[config.mk]
export PLATFORM = sky130hd
export DESIGN_NAME = rpa_ctrl
export DESIGN_NICKNAME = d
export VERILOG_FILES = /design/src/rtl/core/rpa_pkg.sv /design/src/rtl/core/rpa_ctrl.sv
export SDC_FILE = /design/constraint.sdc
export NUM_CORES = 1
export LEC_CHECK = 0
export ABC_AREA = 1
export BUFFER_PORTS_ARGS = -buffer_cell sky130_fd_sc_hd__buf_2
export CORE_AREA = 2 2 117 119
export DETAILED_ROUTE_END_ITERATION = 8
export DIE_AREA = 0 0 119 121
export GPL_TIMING_DRIVEN = 1
export PLACE_DENSITY = 0.91
export RECOVER_POWER = 100
export SYNTH_ARGS = -nofsm -noshare
export SYNTH_HDL_FRONTEND = slang
export SYNTH_SLANG_ARGS = --single-unit
[constraint.sdc]
create_clock -name i_clk -period 2.9 [get_ports i_clk]
set_input_delay 0.145 -clock i_clk [delete_from_list [all_inputs] [get_ports i_clk]]
set_output_delay 0.145 -clock i_clk [all_outputs]
set_load 0.01 [all_outputs]
[src/rtl/core/rpa_pkg.sv]
// Shared constants, codes and types for the reference-counted page allocator.
package rpa_pkg;

    // Sizing
    localparam int NUM_PAGES  = 65536;
    localparam int PAGE_SHIFT = 12;
    localparam int COUNT_BITS = 8;
    localparam int PAGE_BITS  = (NUM_PAGES > 1) ? $clog2(NUM_PAGES) : 1;

    // Field widths
    localparam int ADDR_W     = 32;
    localparam int KIND_W     = 3;
    localparam int STATUS_W   = 2;
    localparam int REF_W      = 8;
    localparam int FREE_W     = 17;
    localparam int LOW_W      = 16;
    localparam int TOP_W      = 17;
    localparam int CFG_IDX_W  = 1;
    localparam int CFG_DATA_W = 17;

    // Page number taken from an address, and a width wide enough to compare it
    localparam int PN_W  = ADDR_W - PAGE_SHIFT;
    localparam int CMP_A = (PN_W > TOP_W) ? PN_W : TOP_W;
    localparam int CMP_W = (CMP_A > PAGE_BITS + 1) ? CMP_A : PAGE_BITS + 1;

    localparam int RES_BITS   = STATUS_W + ADDR_W + REF_W + FREE_W;
    localparam int OUT_DATA_W = ((RES_BITS + 7) / 8) * 8;

    localparam logic [FREE_W-1:0]     FREE_MAX  = {FREE_W{1'b1}};
    localparam logic [COUNT_BITS-1:0] COUNT_MAX = {COUNT_BITS{1'b1}};
    localparam logic [TOP_W-1:0]      TOP_RESET = TOP_W'(65536);

    // Operation kinds
    localparam logic [KIND_W-1:0] KIND_ALLOC = 3'd0;
    localparam logic [KIND_W-1:0] KIND_FREE  = 3'd1;
    localparam logic [KIND_W-1:0] KIND_INC   = 3'd2;
    localparam logic [KIND_W-1:0] KIND_DEC   = 3'd3;
    localparam logic [KIND_W-1:0] KIND_RDCNT = 3'd4;
    localparam logic [KIND_W-1:0] KIND_RDTOT = 3'd5;

    // Status codes
    localparam logic [STATUS_W-1:0] ST_OK  = 2'd0;
    localparam logic [STATUS_W-1:0] ST_BAD = 2'd1;
    localparam logic [STATUS_W-1:0] ST_OOM = 2'd2;

    // Configuration register indexes
    localparam logic [CFG_IDX_W-1:0] CFG_LOWEST = 1'd0;
    localparam logic [CFG_IDX_W-1:0] CFG_TOP    = 1'd1;

    typedef struct packed {
        logic [FREE_W-1:0]   free_total;
        logic [REF_W-1:0]    ref_count;
        logic [ADDR_W-1:0]   alloc_addr;
        logic [STATUS_W-1:0] status;
    } t_result;

endpackage

[src/rtl/core/rpa_ctrl.sv]
// Sequencer: count clearing pass, address check, read-modify-write of both stores.
module rpa_ctrl (
    input  logic                               i_clk,
    input  logic                               i_rst_n,
    input  logic                               i_in_valid,
    output logic                               o_in_ready,
    input  logic [rpa_pkg::KIND_W-1:0]         i_kind,
    input  logic [rpa_pkg::ADDR_W-1:0]         i_page_addr,
    input  logic [rpa_pkg::LOW_W-1:0]          i_lowest,
    input  logic [rpa_pkg::TOP_W-1:0]          i_top,
    input  logic                               i_out_free,
    output logic                               o_res_valid,
    output rpa_pkg::t_result                   o_res,
    output logic                               o_clearing,
    // count store
    output logic                               o_ref_we,
    output logic [rpa_pkg::PAGE_BITS-1:0]      o_ref_waddr,
    output logic [rpa_pkg::COUNT_BITS-1:0]     o_ref_wdata,
    input  logic [rpa_pkg::COUNT_BITS-1:0]     i_ref_rdata,
    // link store
    output logic                               o_link_we,
    output logic [rpa_pkg::PAGE_BITS-1:0]      o_link_wdata,
    input  logic [rpa_pkg::PAGE_BITS-1:0]      i_link_rdata,
    // shared read address, issued on accept
    output logic                               o_re,
    output logic [rpa_pkg::PAGE_BITS-1:0]      o_raddr,
    output logic [rpa_pkg::PAGE_BITS-1:0]      o_page
);
    import rpa_pkg::*;

    localparam logic [1:0] S_CLEAR = 2'd0;
    localparam logic [1:0] S_IDLE  = 2'd1;
    localparam logic [1:0] S_EXEC  = 2'd2;

    logic [1:0]            r_state, n_state;
    logic [PAGE_BITS-1:0]  r_clr_idx;
    logic [KIND_W-1:0]     r_kind;
    logic [PAGE_BITS-1:0]  r_page;
    logic                  r_bad;
    logic [PAGE_BITS-1:0]  r_head, n_head;
    logic [FREE_W-1:0]     r_free_cnt, n_free_cnt;
    logic                  r_nonempty, n_nonempty;

    logic                  accept;
    logic                  advance;
    logic [PN_W-1:0]       pnum;
    logic [CMP_W-1:0]      pnum_cmp;
    logic                  bad_addr;
    logic [PAGE_BITS-1:0]  in_page;

    logic [COUNT_BITS-1:0]        new_cnt;
    logic                         ref_wr;
    logic                         push;
    logic [STATUS_W-1:0]          status;
    logic [ADDR_W-1:0]            alloc_addr;
    logic [COUNT_BITS-1:0]        res_cnt;
    logic [COUNT_BITS+REF_W-1:0]  cnt_ext;
    logic [PAGE_BITS+PAGE_SHIFT+ADDR_W-1:0] addr_ext;

    assign accept  = (r_state == S_IDLE) && i_in_valid;
    assign advance = (r_state == S_EXEC) && i_out_free;

    // Address check happens on the accept cycle and is carried as one flag
    assign pnum     = i_page_addr[ADDR_W-1:PAGE_SHIFT];
    assign pnum_cmp = CMP_W'(pnum);
    assign in_page  = PAGE_BITS'(pnum);
    assign bad_addr = (|i_page_addr[PAGE_SHIFT-1:0])
                    || (pnum_cmp <  CMP_W'(i_lowest))
                    || (pnum_cmp >= CMP_W'(i_top))
                    || (pnum_cmp >= CMP_W'(NUM_PAGES));

    assign o_in_ready = (r_state == S_IDLE);
    assign o_re       = accept;
    assign o_raddr    = (i_kind == KIND_ALLOC) ? r_head : in_page;
    assign o_page     = r_page;
    assign o_clearing = (r_state == S_CLEAR);

    always_comb begin
        new_cnt    = i_ref_rdata;
        ref_wr     = 1'b0;
        push       = 1'b0;
        status     = ST_OK;
        res_cnt    = '0;
        n_head     = r_head;
        n_free_cnt = r_free_cnt;
        n_nonempty = r_nonempty;

        case (r_kind) inside
            KIND_ALLOC: begin
                if (r_nonempty) begin
                    new_cnt    = COUNT_BITS'(1);
                    ref_wr     = 1'b1;
                    res_cnt    = COUNT_BITS'(1);
                    n_head     = i_link_rdata;
                    if (r_free_cnt != '0) begin
                        n_free_cnt = r_free_cnt - FREE_W'(1);
                    end
                    n_nonempty = (n_free_cnt != '0);
                end else begin
                    status = ST_OOM;
                end
            end
            KIND_FREE, KIND_INC, KIND_DEC, KIND_RDCNT: begin
                if (r_bad) begin
                    status = ST_BAD;
                end else begin
                    ref_wr = 1'b1;
                    case (r_kind)
                        KIND_FREE: begin
                            if (i_ref_rdata > COUNT_BITS'(1)) begin
                                new_cnt = i_ref_rdata - COUNT_BITS'(1);
                            end else begin
                                new_cnt    = '0;
                                push       = 1'b1;
                                n_head     = r_page;
                                n_nonempty = 1'b1;
                                if (r_free_cnt != FREE_MAX) begin
                                    n_free_cnt = r_free_cnt + FREE_W'(1);
                                end
                            end
                        end
                        KIND_INC: begin
                            if (i_ref_rdata != COUNT_MAX) begin
                                new_cnt = i_ref_rdata + COUNT_BITS'(1);
                            end
                        end
                        KIND_DEC: begin
                            if (i_ref_rdata != '0) begin
                                new_cnt = i_ref_rdata - COUNT_BITS'(1);
                            end
                        end
                        default: begin
                            new_cnt = i_ref_rdata;
                        end
                    endcase
                    res_cnt = new_cnt;
                end
            end
            default: begin
                status = ST_OK;
            end
        endcase
    end

    assign addr_ext   = {{ADDR_W{1'b0}}, r_page, {PAGE_SHIFT{1'b0}}};
    assign alloc_addr = (r_kind == KIND_ALLOC && r_nonempty) ? addr_ext[ADDR_W-1:0] : '0;
    assign cnt_ext    = {{REF_W{1'b0}}, res_cnt};

    assign o_res_valid      = advance;
    assign o_res.status     = status;
    assign o_res.alloc_addr = alloc_addr;
    assign o_res.ref_count  = cnt_ext[REF_W-1:0];
    assign o_res.free_total = n_free_cnt;

    // Count store: clearing pass after reset, else the operation's write-back
    assign o_ref_we     = (r_state == S_CLEAR) || (advance && ref_wr);
    assign o_ref_waddr  = (r_state == S_CLEAR) ? r_clr_idx : r_page;
    assign o_ref_wdata  = (r_state == S_CLEAR) ? '0 : new_cnt;
    assign o_link_we    = advance && push;
    assign o_link_wdata = r_head;

    always_comb begin
        n_state = r_state;
        unique case (r_state)
            S_CLEAR: begin
                if (r_clr_idx == PAGE_BITS'(NUM_PAGES - 1)) begin
                    n_state = S_IDLE;
                end
            end
            S_IDLE: begin
                if (accept) begin
                    n_state = S_EXEC;
                end
            end
            S_EXEC: begin
                if (advance) begin
                    n_state = S_IDLE;
                end
            end
            default: begin
                n_state = S_CLEAR;
            end
        endcase
    end

    always_ff @(posedge i_clk) begin
        if (!i_rst_n) begin
            r_state    <= S_CLEAR;
            r_clr_idx  <= '0;
            r_head     <= '0;
            r_free_cnt <= '0;
            r_nonempty <= 1'b0;
        end else begin
            r_state <= n_state;
            if (r_state == S_CLEAR) begin
                r_clr_idx <= r_clr_idx + PAGE_BITS'(1);
            end
            if (advance) begin
                r_head     <= n_head;
                r_free_cnt <= n_free_cnt;
                r_nonempty <= n_nonempty;
            end
        end
    end

    always_ff @(posedge i_clk) begin
        if (accept) begin
            r_kind <= i_kind;
            r_page <= o_raddr;
            r_bad  <= bad_addr;
        end
    end

endmodule
[Word level (Yosys, flattened, before mapping)]
Cells that the tools add are included.
Word-level totals
  register bits after elaboration: 72
  output and inout bits: 137
Operators by class
  equal/unequal tests: 15
  reductions and logical operators: 22
  multiplexer cells: 55
  add/sub/neg operators: 5
  magnitude comparators: 4
Operator list (number)
  $mux W17: 10
  $mux W16: 8
  $mux W8: 11
  $reduce_bool A17 Y1: 2
  $mux W28: 1
  $pmux W8 S3: 1
  $ge A20 B17 Y1: 1
  $ge A20 B17 Y1 const B: 1
  $lt A20 B16 Y1: 1
  $add A17 B1 Y17 const B: 1
  $mux W1: 17
  $ne A17 B17 Y1 const B: 1
  $sub A17 B1 Y17 const B: 1
  $add A16 B1 Y16 const B: 1
  $eq A16 B16 Y1 const B: 1
  $mux W2: 6
  $reduce_or A12 Y1: 1
  $add A8 B1 Y8 const B: 1
  $gt A8 B1 Y1 const B: 1
  $ne A8 B8 Y1 const B: 1
  $reduce_bool A8 Y1: 1
  $sub A8 B1 Y8 const B: 1
  $eq A3 B2 Y1 const B: 2
  $logic_not A3 Y1: 2
  other kinds (15): 27

[Logic depth before layout (Yosys ltp)]
  depth in word-level cells: 7
  mapped depth: 16
  gate-level depth less buffers: 16

[Worst setup path after synthesis]
No wires, ideal clock.
  path kind: register to register
  start: register r_state[0]
  end: register r_page[0], in the netlist o_page[0], enable pin
  stages on the path, launching flop included: 3
  path slack: 395 ps
  arrival time: 2071 ps
  data required time: 2466 ps
  path through: dfxtp_1 inv_1 nor3_1
On the way
  longest elaborated chain between the ends: 2
Ends and longest elaborated chain
  start: declaration: line rpa_ctrl.sv:35  | logic [1:0] r_state, n_state;
  start signal: assignment: line rpa_ctrl.sv:194  | r_state <= n_state;
  $eq A2 B1 Y1: line rpa_ctrl.sv:60  | assign accept = (r_state == S_IDLE) && i_in_valid;
  $logic_and A1 B1 Y1: line rpa_ctrl.sv:60
  named net o_re: line rpa_ctrl.sv:25  | output logic o_re,
  end signal: assignment: line rpa_ctrl.sv:209  | r_page <= o_raddr;
  end: declaration: line rpa_ctrl.sv:38  | logic [PAGE_BITS-1:0] r_page;
The timed path passes the listed nets, and every way through them passes these cells.
A chain may end at the register's enable or synchronous reset.

[Final worst setup path]
  start: register r_kind[1]
  end: output port o_ref_wdata[0] (netlist bit)
On the way
  longest elaborated chain between the ends: 6
  elaborated cells between the ends (all ways): 11
  classes of those cells: eq/ne (4); mux (5); reduce/logical (2)
Ends and longest elaborated chain
  start: declaration: line rpa_ctrl.sv:37  | logic [KIND_W-1:0] r_kind;
  start signal: assignment: line rpa_ctrl.sv:208  | r_kind <= i_kind;
  $eq A3 B2 Y1 or $eq A3 B1 Y1 (tied branches): line rpa_ctrl.sv:108  | case (r_kind)
  $pmux W8 S3: line rpa_ctrl.sv:108
  $mux W8: line rpa_ctrl.sv:104  | if (r_bad) begin
  $mux W8: line rpa_ctrl.sv:88  | case (r_kind) inside
  $mux W8 (*): line rpa_ctrl.sv:88
  $mux W8 (*): line rpa_ctrl.sv:158  | assign o_ref_wdata = (r_state == S_CLEAR) ? '0 : new_cnt;
  end: declaration: line rpa_ctrl.sv:18  | output logic [rpa_pkg::COUNT_BITS-1:0] o_ref_wdata,
Mark *: on every way between the ends. The rest lies on a longest branch, timed or not.

==> summary.txt <==
outcome - finished clean
CTS resizes - 0
Yosys reg bits - 72
PwrDens - 325 nW/um^2
input/output buffers - 216
synthesized cell area - 6530 sq um
WP buf/inv - 5
CP Max Fanout - 16
cts hold-fix bufs - 2
htree depth - 3
worst hold slack - 0.102 ns
starting density of the core - 0.499
post-synthesis simple-gate area fraction - 0.307
DRT iter0 DRCs - 929
clk slew on worst S/H paths - 0.07 ns
Seq/Total Area, Yosys - 0.251
delay-heaviest family, CP - buffers and inverters
die area - 14400 sq um
Post-synth EDFFs - 20
vias in the first global route - 6893
CTS Root Cell - clkbuf_16
CP Launch Type - flop
DR vias/cell - 5.40
unrepaired setup endpoints after global routing - false
# DRC - 0
CP Cell Sequence - nor2_2 > inv_2 > nor2_8 > inv_2 > nor2_1 > inv_1 > o21ai_0 > o21bai_1 > inv_1 > clkbuf_1
Synth-to-Final Area Change - 18.8%
Routed WL per cell - 15.1 um
final hold violations - 0
CP endpoint kind - output port
first-pass GRT wire length - 33.0 mm
final WL - 21.0 mm
CTS tree - done
maximum vdd drop - 0.265 mV
cell taking the most area after synthesis - dfxtp_1
CTS buffer count - 9
max_slew headroom - 0.115
skew final - 0.0133 ns
most frequent cells in the layout - nand2_1, inv_1, nor2_1
Crit Path Class - flop to output port
Core Footprint - 13100 sq um
clk_lat worst skew - 0.34 ns
main combinational cell family by area after synthesis - simple AND/OR/NAND/NOR gates
antenna violations before repair - 0
final setup vio count - 0
Gate Count Post-Synth - 1017
nets - 1352
Max Cap Viol - 0
Detailed Place HPWL - 16.4 mm
Core Util, Final - 0.593
crit path time final - 2.69 ns
Tightest Pin Transition - 1.33 ns
yosys synthesis warning count - 0
top cells by area, synth - dfxtp_1, nand2_1, inv_1
Most used DFF post-synth - dfxtp_1
RD Place Congestion - 1.01
gr ovfl total - 0
Pre-Repair DR Iteration Count - 6
layout cells sized above 1 - 0.138
post-route antenna net violation count - 0
Worst Path Required - 2.76 ns
mux contribution to synthesized area - 0
Max Clock Freq - 372 MHz
Avg Cell Area, Syn - 6.42 sq um
number of distinct library cells after synthesis - 52
crit path DAT - 2.54 ns
Die W - 119 um
Die Y-Extent - 121 um
Yosys top cell area share - 0.159
Final Slew Violations - 0
Rows - 42
slowest CP cell - inv_1
total track usage - 0.283
Pleak - 3.72 nW
post-synthesis adder-cell area fraction - 0.0766
crit-path max cell delay - 0.51 ns
largest net degree at the start of global routing - 37
most common cell after layout, fill and taps aside - nand2_1
Post-CTS Setup Inserts - 0
I/O Pins - 233
setup TNS - 0 ns
Synth Area in Compound Gates - 0.196
fin crit share - 0.927
diodes inserted - 0
Via Count - 7545
Hold WC Path Type - input port to flop
CTS Buffer Depth - 2
ys async rst share - 0
CTS Sinks - 72
Post-Synth XOR/XNOR Area - 0.0134
synthesized netlist by cell type, types with 8 or more instances:
cell,number
dfxtp_1,52
o21ai_0,70
ha_1,40
nor3_1,17
nand3_1,61
a21oi_1,56
clkbuf_1,16
inv_2,8
buf_4,22
o21ai_1,16
nand2_1,199
nor2_2,12
edfxtp_1,20
o211ai_1,10
nor2_4,8
a211oi_1,39
nor2_1,113
inv_1,174
xor2_1,9
routing by layer:
metal  track usage  wire length, um  vias up  share of wire
met5             0                0        -              0
met4         0.129              679        0          0.032
met3        0.0508             2030       55          0.096
met2         0.469             9630      447           0.46
met1         0.359             8700     3369           0.41
li1              -                -     3674              -
kinds of logic (layout without fill, tap and decap cells):
family                     after synthesis  after routing
DFF                                     72             72
xor gates and xnor gates                10             10
and+or+nand+nor                        443            443
other                                    1             16
adders and majority gates               40             40
buffers and inverters                  236            425
AOI/OAI and AO/OA                      215            215
worst register-to-register path, cell delays in order, from the launching register on:
cell and delay, ns:
edfxtp_1 0.45, nor2_2 0.05, inv_2 0.11, nor2_8 0.04, inv_2 0.31, nor2_1 0.17
inv_1 0.51, nand2_4 0.33, a211oi_1 0.36, a211oi_1 0.07
flip-flops by register name, summed over array words and instances, names as in the netlist:
name	cells
r_bad	1
r_kind	3
r_state	2
r_clr_idx	16
r_nonempty	1
r_free_cnt	17
o_link_wdata	16
o_page	16
where the power goes:
group	internal, mW	total (mW)	switching, mW
Combinational	0.123	0.303	0.180
Sequential	1.04	1.04	0.00333
Clock	0.684	1.18	0.496
worst paths after layout:
check             cells past startpoint          endpoint  slack (ns)        startpoint
hold / removal                        1         r_kind[0]        0.10         i_kind[0]
setup reg to reg                      9   o_link_wdata[8]        0.37         r_kind[1]
hold reg to reg                       2  o_link_wdata[14]        0.48  o_link_wdata[14]
setup / recovery                     10    o_ref_wdata[0]        0.21         r_kind[1]
per-stage QoR:
| step | power (mW) | std cells | setup WS (ns) | cell area [sq um] |
|---|---|---|---|---|
| finish | 2.52 | 1397 | 0.211 | 7760 |
| global route | 2.60 | 1397 | 0.0612 | 7760 |
| CTS | 2.53 | 1397 | 0.280 | 7950 |
| detailed placement | 1.36 | 1379 | 0.664 | 7620 |
| global placement | 1.35 | 1379 | 0.678 | 7620 |
| floorplan | 1.24 | 1032 | 0.395 | 6590 |
area by class of cell:
| class | count | area, sq um |
|---|---|---|
| well taps | 176 | 220 |
| flip-flops and latches | 72 | 1640 |
| fillers | 1312 | 5330 |
| repair buffers | 225 | 1000 |
| multi-input cells | 724 | 3900 |
| clock inverters | 7 | 83.8 |
| clock buffers | 9 | 225 |
| inverters | 184 | 691 |
Power figures use the tool's default switching activity.
